==> src/pipc_pkg.sv <==
package pipc_pkg;

   localparam int INTEGRATOR_BITS_DEF = 32;
   localparam int ENCODER_BITS_DEF    = 16;

   localparam int Q_ONE       = 16384;
   localparam int GAIN_SHIFT  = 12;
   localparam int SCALE_SHIFT = 24;
   localparam int HI_SPLIT    = 16;

   // shared multiplier: signed A x signed B
   localparam int MUL_A_W = 33;
   localparam int MUL_B_W = 17;
   localparam int PROD_W  = MUL_A_W + MUL_B_W;
   localparam int ACC_W   = PROD_W + HI_SPLIT;
   localparam int ERR_W   = 17;

   localparam int PADDR_W = 4;

   localparam logic [15:0] KP_GAIN_RST        = 16'd4096;
   localparam logic [15:0] KI_PER_TICK_RST    = 16'd0;
   localparam logic [31:0] POSITION_SCALE_RST = 32'd98170681;

   typedef enum logic [1:0] {
      REG_KP_GAIN        = 2'd0,
      REG_KI_PER_TICK    = 2'd1,
      REG_POSITION_SCALE = 2'd2
   } reg_idx_type;

   typedef enum logic [1:0] {
      MUL_SCALE = 2'd0,
      MUL_PROP  = 2'd1,
      MUL_ILO   = 2'd2,
      MUL_IHI   = 2'd3
   } mul_sel_type;

   typedef enum logic [1:0] {
      ACC_HOLD   = 2'd0,
      ACC_LOAD   = 2'd1,
      ACC_ADD    = 2'd2,
      ACC_ADD_HI = 2'd3
   } acc_op_type;

   typedef struct packed {
      logic signed [15:0] target_position;
      logic [15:0]        encoder_count;
   } req_item_type;

   typedef struct packed {
      logic signed [15:0] drive;
      logic               clamped;
   } rsp_item_type;

   typedef struct packed {
      logic [15:0] kp_gain;
      logic [15:0] ki_per_tick;
      logic [31:0] position_scale;
   } cfg_type;

   typedef struct packed {
      logic        capture;
      logic        mul_en;
      mul_sel_type mul_sel;
      logic        upd_err;
      acc_op_type  acc_op;
      logic        load_rsp;
   } cmd_type;

   typedef struct packed {
      logic target_ok;
   } status_type;

endpackage

==> src/pi_position_controller_core.sv <==
// Channel  | Ports                                   | Direction
// ---------+-----------------------------------------+----------
// request  | req_valid, req_stall, req_item          | in
// response | rsp_valid, rsp_stall, rsp_item          | out
// config   | psel, penable, pwrite, paddr, pwdata,   | in/out
//          | prdata, pready                          |
//
// An item is taken in idle and then runs through seven sequencer steps, four of
// them on the single shared 33x17 multiplier, and the result is registered in
// the last step. An item with a target beyond +-1.0 is dropped in idle with no
// result. Synchronous reset clears the sequencer, the result valid flag and the
// integrator, and loads register defaults. While an earlier result is still
// stalled, the sequencer waits in its last step. A new item is taken only once
// the sequencer is back in idle.
module pi_position_controller_core
   import pipc_pkg::*;
#(
   parameter int INTEGRATOR_BITS = INTEGRATOR_BITS_DEF,
   parameter int ENCODER_BITS    = ENCODER_BITS_DEF
)
(
   input  logic               clock,
   input  logic               reset,
   input  logic               req_valid,
   output logic               req_stall,
   input  req_item_type       req_item,
   output logic               rsp_valid,
   input  logic               rsp_stall,
   output rsp_item_type       rsp_item,
   input  logic               psel,
   input  logic               penable,
   input  logic               pwrite,
   input  logic [PADDR_W-1:0] paddr,
   input  logic [31:0]        pwdata,
   output logic [31:0]        prdata,
   output logic               pready
);

   cfg_type    cfg;
   cmd_type    cmd;
   status_type sts;

   pipc_regs u_regs (
      .clock   (clock),
      .reset   (reset),
      .psel    (psel),
      .penable (penable),
      .pwrite  (pwrite),
      .paddr   (paddr),
      .pwdata  (pwdata),
      .prdata  (prdata),
      .pready  (pready),
      .cfg     (cfg)
   );

   pipc_ctrl u_ctrl (
      .clock     (clock),
      .reset     (reset),
      .req_valid (req_valid),
      .req_stall (req_stall),
      .rsp_valid (rsp_valid),
      .rsp_stall (rsp_stall),
      .sts       (sts),
      .cmd       (cmd)
   );

   pipc_dp #(
      .INTEGRATOR_BITS (INTEGRATOR_BITS),
      .ENCODER_BITS    (ENCODER_BITS)
   ) u_dp (
      .clock    (clock),
      .reset    (reset),
      .cfg      (cfg),
      .cmd      (cmd),
      .sts      (sts),
      .req_item (req_item),
      .rsp_item (rsp_item)
   );

endmodule

==> src/pipc_regs.sv <==
module pipc_regs
   import pipc_pkg::*;
(
   input  logic               clock,
   input  logic               reset,
   input  logic               psel,
   input  logic               penable,
   input  logic               pwrite,
   input  logic [PADDR_W-1:0] paddr,
   input  logic [31:0]        pwdata,
   output logic [31:0]        prdata,
   output logic               pready,
   output cfg_type            cfg
);

   cfg_type     cfg_ff;
   cfg_type     cfg_in;
   reg_idx_type idx;
   logic        wr;

   assign idx    = reg_idx_type'(paddr[PADDR_W-1:2]);
   assign wr     = psel & penable & pwrite;
   assign pready = 1'b1;
   assign cfg    = cfg_ff;

   always_comb begin
      cfg_in = cfg_ff;
      if (wr) begin
         unique case (idx)
            REG_KP_GAIN:        cfg_in.kp_gain        = pwdata[15:0];
            REG_KI_PER_TICK:    cfg_in.ki_per_tick    = pwdata[15:0];
            REG_POSITION_SCALE: cfg_in.position_scale = pwdata;
            default:            cfg_in = cfg_ff;
         endcase
      end
   end

   always_comb begin
      unique case (idx)
         REG_KP_GAIN:        prdata = {16'd0, cfg_ff.kp_gain};
         REG_KI_PER_TICK:    prdata = {16'd0, cfg_ff.ki_per_tick};
         REG_POSITION_SCALE: prdata = cfg_ff.position_scale;
         default:            prdata = 32'd0;
      endcase
   end

   always_ff @(posedge clock) begin
      if (reset) begin
         cfg_ff.kp_gain        <= KP_GAIN_RST;
         cfg_ff.ki_per_tick    <= KI_PER_TICK_RST;
         cfg_ff.position_scale <= POSITION_SCALE_RST;
      end else begin
         cfg_ff <= cfg_in;
      end
   end

endmodule

==> src/pipc_dp.sv <==
module pipc_dp
   import pipc_pkg::*;
#(
   parameter int INTEGRATOR_BITS = INTEGRATOR_BITS_DEF,
   parameter int ENCODER_BITS    = ENCODER_BITS_DEF
)
(
   input  logic         clock,
   input  logic         reset,
   input  cfg_type      cfg,
   input  cmd_type      cmd,
   output status_type   sts,
   input  req_item_type req_item,
   output rsp_item_type rsp_item
);

   localparam int IB    = INTEGRATOR_BITS;
   localparam int CW    = (ENCODER_BITS < 16) ? ENCODER_BITS : 16;
   localparam int SH_W  = ACC_W - GAIN_SHIFT;
   localparam int HI_W  = IB - HI_SPLIT;

   logic signed [15:0]        target_ff;
   logic [CW-1:0]             count_ff;
   logic signed [ERR_W-1:0]   error_ff;
   logic signed [ERR_W-1:0]   error_in;
   logic signed [IB-1:0]      integral_ff;
   logic signed [IB-1:0]      integral_in;
   logic signed [IB:0]        isum;
   logic signed [MUL_A_W-1:0] mul_a;
   logic signed [MUL_B_W-1:0] mul_b;
   logic signed [PROD_W-1:0]  prod_ff;
   logic signed [PROD_W-1:0]  prod_in;
   logic signed [ACC_W-1:0]   acc_ff;
   logic signed [ACC_W-1:0]   acc_in;
   logic signed [ACC_W-1:0]   prod_ext;
   logic [23:0]               scaled;
   logic [ERR_W-1:0]          scaled_sat;
   logic signed [ERR_W-1:0]   position;
   logic signed [SH_W-1:0]    acc_sh;
   rsp_item_type              rsp_ff;
   rsp_item_type              rsp_in;

   assign sts.target_ok = (req_item.target_position <= 16'(Q_ONE)) &&
                          (req_item.target_position >= -16'(Q_ONE));

   // shared multiplier operand select
   always_comb begin
      case (cmd.mul_sel)
         MUL_SCALE: begin
            mul_a = {1'b0, cfg.position_scale};
            mul_b = {{(MUL_B_W-CW){1'b0}}, count_ff};
         end
         MUL_PROP: begin
            mul_a = {{(MUL_A_W-ERR_W){error_ff[ERR_W-1]}}, error_ff};
            mul_b = {1'b0, cfg.kp_gain};
         end
         MUL_ILO: begin
            mul_a = {{(MUL_A_W-HI_SPLIT){1'b0}}, integral_ff[HI_SPLIT-1:0]};
            mul_b = {1'b0, cfg.ki_per_tick};
         end
         default: begin
            mul_a = {{(MUL_A_W-HI_W){integral_ff[IB-1]}}, integral_ff[IB-1:HI_SPLIT]};
            mul_b = {1'b0, cfg.ki_per_tick};
         end
      endcase
   end

   assign prod_in = mul_a * mul_b;

   // encoder scaling, saturated at +1.0
   assign scaled     = prod_ff[SCALE_SHIFT+23:SCALE_SHIFT];
   assign scaled_sat = (scaled > 24'(2*Q_ONE)) ? ERR_W'(2*Q_ONE) : scaled[ERR_W-1:0];
   assign position   = scaled_sat - ERR_W'(Q_ONE);
   assign error_in   = {target_ff[15], target_ff} - position;

   assign isum = {integral_ff[IB-1], integral_ff} +
                 {{(IB+1-ERR_W){error_in[ERR_W-1]}}, error_in};

   always_comb begin
      if (isum[IB] != isum[IB-1]) begin
         integral_in = isum[IB] ? {1'b1, {(IB-1){1'b0}}} : {1'b0, {(IB-1){1'b1}}};
      end else begin
         integral_in = isum[IB-1:0];
      end
   end

   assign prod_ext = {{(ACC_W-PROD_W){prod_ff[PROD_W-1]}}, prod_ff};

   always_comb begin
      case (cmd.acc_op)
         ACC_LOAD:   acc_in = prod_ext;
         ACC_ADD:    acc_in = acc_ff + prod_ext;
         ACC_ADD_HI: acc_in = acc_ff + {prod_ff[ACC_W-HI_SPLIT-1:0], {HI_SPLIT{1'b0}}};
         default:    acc_in = acc_ff;
      endcase
   end

   // floor shift by 12, then clamp to +-1.0
   assign acc_sh = acc_ff[ACC_W-1:GAIN_SHIFT];

   always_comb begin
      if (acc_sh > SH_W'(Q_ONE)) begin
         rsp_in.drive   = 16'(Q_ONE);
         rsp_in.clamped = 1'b1;
      end else if (acc_sh < -SH_W'(Q_ONE)) begin
         rsp_in.drive   = -16'(Q_ONE);
         rsp_in.clamped = 1'b1;
      end else begin
         rsp_in.drive   = acc_sh[15:0];
         rsp_in.clamped = 1'b0;
      end
   end

   assign rsp_item = rsp_ff;

   always_ff @(posedge clock) begin
      if (reset) begin
         integral_ff <= '0;
      end else if (cmd.upd_err) begin
         integral_ff <= integral_in;
      end
   end

   always_ff @(posedge clock) begin
      if (cmd.capture) begin
         target_ff <= req_item.target_position;
         count_ff  <= req_item.encoder_count[CW-1:0];
      end
      if (cmd.upd_err) begin
         error_ff <= error_in;
      end
      if (cmd.mul_en) begin
         prod_ff <= prod_in;
      end
      acc_ff <= acc_in;
      if (cmd.load_rsp) begin
         rsp_ff <= rsp_in;
      end
   end

endmodule

==> src/pipc_ctrl.sv <==
module pipc_ctrl
   import pipc_pkg::*;
(
   input  logic       clock,
   input  logic       reset,
   input  logic       req_valid,
   output logic       req_stall,
   output logic       rsp_valid,
   input  logic       rsp_stall,
   input  status_type sts,
   output cmd_type    cmd
);

   typedef enum logic [7:0] {
      ST_IDLE  = 8'b0000_0001,
      ST_SCALE = 8'b0000_0010,
      ST_ERR   = 8'b0000_0100,
      ST_PROP  = 8'b0000_1000,
      ST_ILO   = 8'b0001_0000,
      ST_IHI   = 8'b0010_0000,
      ST_SUMH  = 8'b0100_0000,
      ST_OUT   = 8'b1000_0000
   } state_type;

   state_type state_ff;
   state_type state_in;
   logic      rsp_valid_ff;
   logic      rsp_valid_in;
   logic      rsp_free;
   logic      accept;

   assign req_stall = (state_ff != ST_IDLE);
   assign accept    = req_valid & ~req_stall;
   assign rsp_free  = ~rsp_valid_ff | ~rsp_stall;
   assign rsp_valid = rsp_valid_ff;

   always_comb begin
      state_in     = state_ff;
      cmd          = '0;
      cmd.mul_sel  = MUL_SCALE;
      cmd.acc_op   = ACC_HOLD;
      rsp_valid_in = rsp_valid_ff & rsp_stall;
      unique case (state_ff)
         ST_IDLE: begin
            cmd.capture = accept;
            // out-of-range target: item dropped, no result
            if (accept && sts.target_ok) begin
               state_in = ST_SCALE;
            end
         end
         ST_SCALE: begin
            cmd.mul_en  = 1'b1;
            cmd.mul_sel = MUL_SCALE;
            state_in    = ST_ERR;
         end
         ST_ERR: begin
            cmd.upd_err = 1'b1;
            state_in    = ST_PROP;
         end
         ST_PROP: begin
            cmd.mul_en  = 1'b1;
            cmd.mul_sel = MUL_PROP;
            state_in    = ST_ILO;
         end
         ST_ILO: begin
            cmd.acc_op  = ACC_LOAD;
            cmd.mul_en  = 1'b1;
            cmd.mul_sel = MUL_ILO;
            state_in    = ST_IHI;
         end
         ST_IHI: begin
            cmd.acc_op  = ACC_ADD;
            cmd.mul_en  = 1'b1;
            cmd.mul_sel = MUL_IHI;
            state_in    = ST_SUMH;
         end
         ST_SUMH: begin
            cmd.acc_op = ACC_ADD_HI;
            state_in   = ST_OUT;
         end
         ST_OUT: begin
            if (rsp_free) begin
               cmd.load_rsp = 1'b1;
               rsp_valid_in = 1'b1;
               state_in     = ST_IDLE;
            end
         end
         default: begin
            state_in = ST_IDLE;
         end
      endcase
   end

   always_ff @(posedge clock) begin
      if (reset) begin
         state_ff     <= ST_IDLE;
         rsp_valid_ff <= 1'b0;
      end else begin
         state_ff     <= state_in;
         rsp_valid_ff <= rsp_valid_in;
      end
   end

endmodule

==> config.mk <==
export PLATFORM = sky130hd
export DESIGN_NAME = pi_position_controller_core
export DESIGN_NICKNAME = d
export VERILOG_FILES = /design/src/pipc_pkg.sv /design/src/pi_position_controller_core.sv /design/src/pipc_regs.sv /design/src/pipc_dp.sv /design/src/pipc_ctrl.sv
export SDC_FILE = /design/constraint.sdc
export NUM_CORES = 2
export LEC_CHECK = 0
export ABC_AREA = 1
export BUFFER_PORTS_ARGS = -buffer_cell sky130_fd_sc_hd__buf_2
export CAP_MARGIN = 40
export CORE_MARGIN = 2
export CORE_UTILIZATION = 45
export CTS_CLUSTER_SIZE = 12
export DETAILED_ROUTE_END_ITERATION = 6
export HOLD_SLACK_MARGIN = 0.05
export RECOVER_POWER = 25
export SYNTH_ARGS = -nofsm -noshare
export SYNTH_HDL_FRONTEND = slang
export SYNTH_SLANG_ARGS = --single-unit
==> constraint.sdc <==
create_clock -name clock -period 8.2 [get_ports clock]
set_input_delay 2.05 -clock clock [delete_from_list [all_inputs] [get_ports clock]]
set_output_delay 2.05 -clock clock [all_outputs]
set_load 0.1 [all_outputs]
# After elaboration in Yosys (flattened, before gate mapping)
# Index checks and enable logic that the tools add are counted.
totals:
  elab_cells: 81
  reg_bits: 287
  output_inout_bits: 52
classes:
  n_reduce_logical: 10
  n_lt_le_gt_ge: 5
  addsub: 5
  n_mul: 1
  mux: 19
  n_bitwise: 8
  n_eq_ne: 19
op_table:
  columns: ["operator", "n"]
  rows:
  - ["$pmux 66 s3", 1]
  - ["$pmux 33 s3", 1]
  - ["$pmux 32 s3", 1]
  - ["$add 66x50->66", 1]
  - ["$add 66x66->66", 1]
  - ["$mux 32", 2]
  - ["$pmux 8 s8", 1]
  - ["$gt 54x16->1 const B", 1]
  - ["$lt 54x15->1 const B", 1]
  - ["$mul 33x17->50", 1]
  - ["$mux 17", 2]
  - ["$add 32x17->33", 1]
  - ["$pmux 16 s2", 1]
  - ["$gt 24x16->1 const B", 1]
  - ["$sub 17x15->17 const B", 1]
  - ["$sub 17x17->17", 1]
  - ["$ge 16x15->1 const B", 1]
  - ["$le 16x16->1 const B", 1]
  - ["$mux 8", 2]
  - ["$pmux 3 s4", 1]
  - ["$eq 2x2->1 const B", 4]
  - ["$eq 8x1->1 const B", 1]
  - ["$eq 8x2->1 const B", 1]
  - ["$eq 8x3->1 const B", 1]
  - ["other kinds (19)", 37]

# Depth between registers and ports, before layout
logic_depth:
  ltp_word: 7
  depth_mapped: 40
  mapped_depth_nobuf: 38

# Modules after synthesis
# Synthesis repeated with hierarchy kept, for this count alone.
unflattened:
  cells_unflattened: 6006
  hier_area_um2: 43170.2
by_module_without_submodules:
  columns: ["module", "cells_per_inst", "seq_area_each_um2", "instances", "area_per_inst_um2"]
  rows:
  - ["pipc_dp", 5451, 6105.9, 1, 39638.0]
  - ["pipc_regs", 467, 1281.2, 1, 2991.6]
  - ["pipc_ctrl", 88, 180.2, 1, 540.5]

# Worst setup path before layout
# Ideal clock, no wire load.
synth_timing:
  kind: "register to register"
  start: "register u_ctrl.state_ff[7]"
  end: "register u_dp.prod_ff[49], data pin"
  path_slack_ps: 1247
  period_less_slack_ps: 6953
  arrival_time_ps: 6689
  path_stages_with_launch: 32
  required_time_ps: 7935
  path_cell_list: "dfxtp_1 nor2_2 nand2_2 inv_2 nand4_1 inv_2 nand2_1 a21oi_4 inv_2 buf_4 buf_6 nor2_2 fa_1 fa_1 fa_1 inv_1 fa_1 inv_1 fa_1 inv_1 fa_1 inv_1 ha_1 nand2_1 nor2_1 inv_1 nor2_1 inv_1 nor3_1 nand4_1 o211ai_1 xor2_1"
synth_between:
  elab_chain_len: 5
synth_rtl:
  columns: ["element", "line", "text"]
  rows:
  - ["from (decl)", "pipc_ctrl.sv:25", "state_type state_ff;"]
  - ["from (signal assigned)", "pipc_ctrl.sv:99", "state_ff <= state_in;"]
  - ["$eq 8x6->1 (tied with other cells)", "pipc_ctrl.sv:43", "unique case (state_ff)"]
  - ["$pmux 3 s4 *", "pipc_ctrl.sv:43", null]
  - ["$eq 2x2->1 (tied with other cells)", "pipc_dp.sv:48", "case (cmd.mul_sel)"]
  - ["$pmux 33 s3 or $pmux 16 s2 (tied branches)", "pipc_dp.sv:48", null]
  - ["$mul 33x17->50 *", "pipc_dp.sv:68", "assign prod_in = mul_a * mul_b;"]
  - ["via u_dp.prod_in[49]", "pipc_dp.sv:32", "logic signed [PROD_W-1:0] prod_in;"]
  - ["to (signal assigned)", "pipc_dp.sv:133", "prod_ff <= prod_in;"]
  - ["to (decl)", "pipc_dp.sv:31", "logic signed [PROD_W-1:0] prod_ff;"]
# The timed path passes the listed nets; every way through them passes the cells marked *.
# A chain may end at the register's enable or synchronous reset.

# Worst setup path in the final report
layout_timing:
  start: "register u_ctrl.state_ff[7]"
  end: "register u_dp.prod_ff[22], data pin"
# The elaborated chain is that of the path after synthesis.

==> metrics.cfg <==
[outcome]
status=complete, but fails checks
violations=capacitance limit, slew limit

[floorplan]
row_count=112
dieArea_mm2=0.0973
fp.dieW_um=312
coreArea_mm2=0.0936
pin_count=127
initial_core_util_pct=45.6
die_y_um=312

[sta]
final-hold-violation-count=0
period_share_pct=95.9
setup_violations=0
rsz0062_at_grt=no
finalSetupTns_ns=0
fin_hold_ws_ns=0.479
maxSlewViolCount=114
timing.fmax_mhz=127
skew_ns=0.0697
worstMarginPinSlew_ns=2.54
slew-limit-headroom_pct=-69.2
fin_crit_ns=7.86

[placed_design]
place.port_buffers=123
place.gp.congestion=1.00
dpl.hpwl_mm=128

[synthesis]
synthCells=5959
async_flop_share_pct=0
syn_area_per_cell_um2=7.16
synth_ff_type=edfxtp_1
netlist_area_mm2=0.0427
ys_warn_count=0
synth.distinct_cells=58
synth_edf_count=182
ys_seq_elements=287
ys_seq_area_share_pct=17.7
syn_nets=6840

[layout]
n_fill_cell=9561
n_antenna_cell=0
syn2layout_area_growth_pct=8.90
regArea_mm2=0.00757
drive_gt1_share_pct=6.10
utilization_pct=49.7
multiInputGateArea_mm2=0.0299
fin_nets=6967

[setup_path]
cp.arrival_ns=8.19
cp-start-kind=flip-flop
critical_path_class=reg2reg
cp.required_ns=8.53
cp_max_fo=19
end_kind=flip-flop

[drt]
avgRoutedWirePerCell_um=20.7
drc=0
drt-total-wl_mm=153
drt-initial-drc-count=3675
viasPerCell=5.39
num_vias=39754
first_pass_iters=7
antenna_left=0

[clock_network]
clock_latency_ns=0.61
cts_hold_buf=0
ctsRootBufferMaster=clkbuf_16
ctsHtreeMaxLevel=2
clk_pin_slew_ns=0.06
clock-sinks=287
numCtsBuffers=37
tritoncts=built
clk_path_buf_depth=3

[worst_hold_path]
hp-class=reg2reg

[grt]
grt_remaining_overflow=0
grt_max_degree=72
grt_pass1_vias=38986
grt_pass1_wl_mm=235
grt_util_all_layers_pct=31.5
antenna_found_initial=4

[run]
drv_cap=3

registers in the layout (all words and copies together), names as in the netlist:
register / flops
u_dp.acc_ff: 66
u_regs.cfg: 64
u_dp.prod_ff: 50
u_dp.integral_ff: 32
u_dp.error_ff: 17
u_dp.rsp_item: 17
u_dp.count_ff: 16
u_dp.target_ff: 16
u_ctrl.state_ff: 8
u_ctrl.rsp_valid: 1
kinds of logic (layout without fill, tap and decap cells):
kind of cell	after synthesis	in the layout	share of synthesized area [%]
XOR/XNOR	88	88	1.81
AND/OR/NAND/NOR	2562	2562	24.3
adder cells (fa/ha/maj)	806	806	32.5
buffers and inverters	1345	1501	12.2
AO/OA/AOI/OAI	870	870	11.4
flip-flops	287	287	17.7
other	1	1	0.00879
layout make-up:
cell class / count / area share (%)
Tap cell: 1254 / 3.38
Multi-Input combinational cell: 4327 / 64.3
Timing Repair Buffer: 239 / 3.52
Timing Repair inverter: 1 / 0.0108
Sequential cell: 287 / 16.3
Inverter: 1193 / 9.67
Clock inverter: 26 / 0.775
Clock buffer: 42 / 2.03
critical path: stages, from the launching register on:
cell and delay (ns):
dfxtp_1 0.33, nor2_2 0.19, nand2_1 0.16, nor2_8 0.17
inv_4 0.14, nand2_1 0.16, clkinv_2 0.26, nor2_1 0.18
a21oi_1 0.06, o21a_1 0.13, inv_2 0.37, buf_4 0.22
nor2_1 0.06, fa_1 0.50, inv_1 0.05, fa_1 0.48
fa_1 0.52, fa_1 0.55, inv_1 0.05, fa_1 0.52
fa_1 0.46, ha_1 0.40, nand2_1 0.16, nor4_1 0.40
a21oi_1 0.21, o21ai_0 0.48, a21oi_1 0.15, xnor2_1 0.19
routing by layer:
| metal | up-vias | part of all wire [%] | GRT usage [%] | wire length [um] |
|---|---|---|---|---|
| met4 | 4 | 4.3 | 11.5 | 6520 |
| met5 | - | 0.018 | 0 | 27 |
| li1 | 18912 | - | - | - |
| met3 | 303 | 6.9 | 4.03 | 10600 |
| met2 | 1549 | 45 | 50.9 | 68700 |
| met1 | 18986 | 44 | 43.4 | 66900 |
metrics by stage:
stage	worst slack [ns]	instances	instance area, um^2
2_1_floorplan	1.25	5959	42700
6_report	0.337	7369	46500
5_1_grt	0.00715	7369	46500
3_3_place_gp	0.502	7288	45000
3_5_place_dp	0.464	7294	45100
4_1_cts	0.386	7362	46400
synth_stat cells, types with 3 or more instances:
library cell | number | area, um^2
o21a_1 | 21 | 158
o21ai_1 | 15 | 75.1
nor2_1 | 675 | 2530
xnor2_1 | 30 | 263
o211ai_1 | 37 | 278
and3_1 | 3 | 18.8
buf_6 | 4 | 45.0
o221ai_1 | 15 | 131
a22o_1 | 3 | 26.3
fa_1 | 507 | 10100
buf_2 | 72 | 360
inv_1 | 1152 | 4320
o21ai_0 | 272 | 1360
or2_2 | 14 | 87.6
ha_1 | 299 | 3740
clkbuf_1 | 53 | 199
buf_1 | 7 | 26.3
a211oi_1 | 5 | 37.5
o21bai_1 | 30 | 225
buf_4 | 15 | 113
a21oi_1 | 393 | 1970
edfxtp_1 | 182 | 5470
a31oi_1 | 32 | 200
o31ai_1 | 3 | 22.5
nor3_1 | 37 | 185
o21ai_2 | 13 | 114
a21boi_0 | 11 | 82.6
inv_2 | 38 | 143
nand3_1 | 215 | 1080
dfxtp_1 | 105 | 2100
xor2_1 | 58 | 508
nand3b_1 | 18 | 135
nand4_1 | 64 | 400
nand2_1 | 1489 | 5590
a21o_1 | 8 | 60.1
nor2_2 | 7 | 43.8
nor4_1 | 31 | 194
final timing paths:
| kind | startpoint | endpoint | slack (ns) | cells past startpoint |
|---|---|---|---|---|
| hold / removal | u_regs.cfg[56]$_SDFFE_PP0P_ | u_regs.cfg[56]$_SDFFE_PP0P_ | 0.48 | 2 |
| setup reg to reg | u_ctrl.state_ff[7]$_SDFFE_PP0P_ | u_dp.prod_ff[22]$_DFFE_PP_ | 0.34 | 27 |
| hold reg to reg | u_regs.cfg[56]$_SDFFE_PP0P_ | u_regs.cfg[56]$_SDFFE_PP0P_ | 0.48 | 2 |
| setup / recovery | u_ctrl.state_ff[7]$_SDFFE_PP0P_ | u_dp.prod_ff[22]$_DFFE_PP_ | 0.34 | 27 |
what timing repair did:
action / in CTS / in global routing
resized for setup: 0 / 19
setup endpoints to repair: 0 / 20
setup buffers: 0 / 4
cells in the final DEF, fill, tap and decap left out, types with 7 or more instances in the layout:
cell and n:
nand2_1 1489, inv_1 1147, nor2_1 672, fa_1 507, a21oi_1 393, ha_1 298, o21ai_0 272, nand3_1 215
edfxtp_1 182, buf_2 106, dfxtp_1 105, buf_4 99, nand4_1 64, xor2_1 58, clkbuf_16 38, inv_2 37
o211ai_1 37, nor3_1 37, a31oi_1 32, nor4_1 31, xnor2_1 30, o21bai_1 30, clkbuf_1 26, o21a_1 20
nand3b_1 18, o221ai_1 15, o21ai_1 14, o21ai_2 14, or2_2 14, a21boi_0 10, nor2_2 9, a21o_1 8
clkinv_1 8, bufinv_16 7
Power is not shown: default switching activity piles up to over one toggle a cycle in this logic, so the estimate is an artifact.
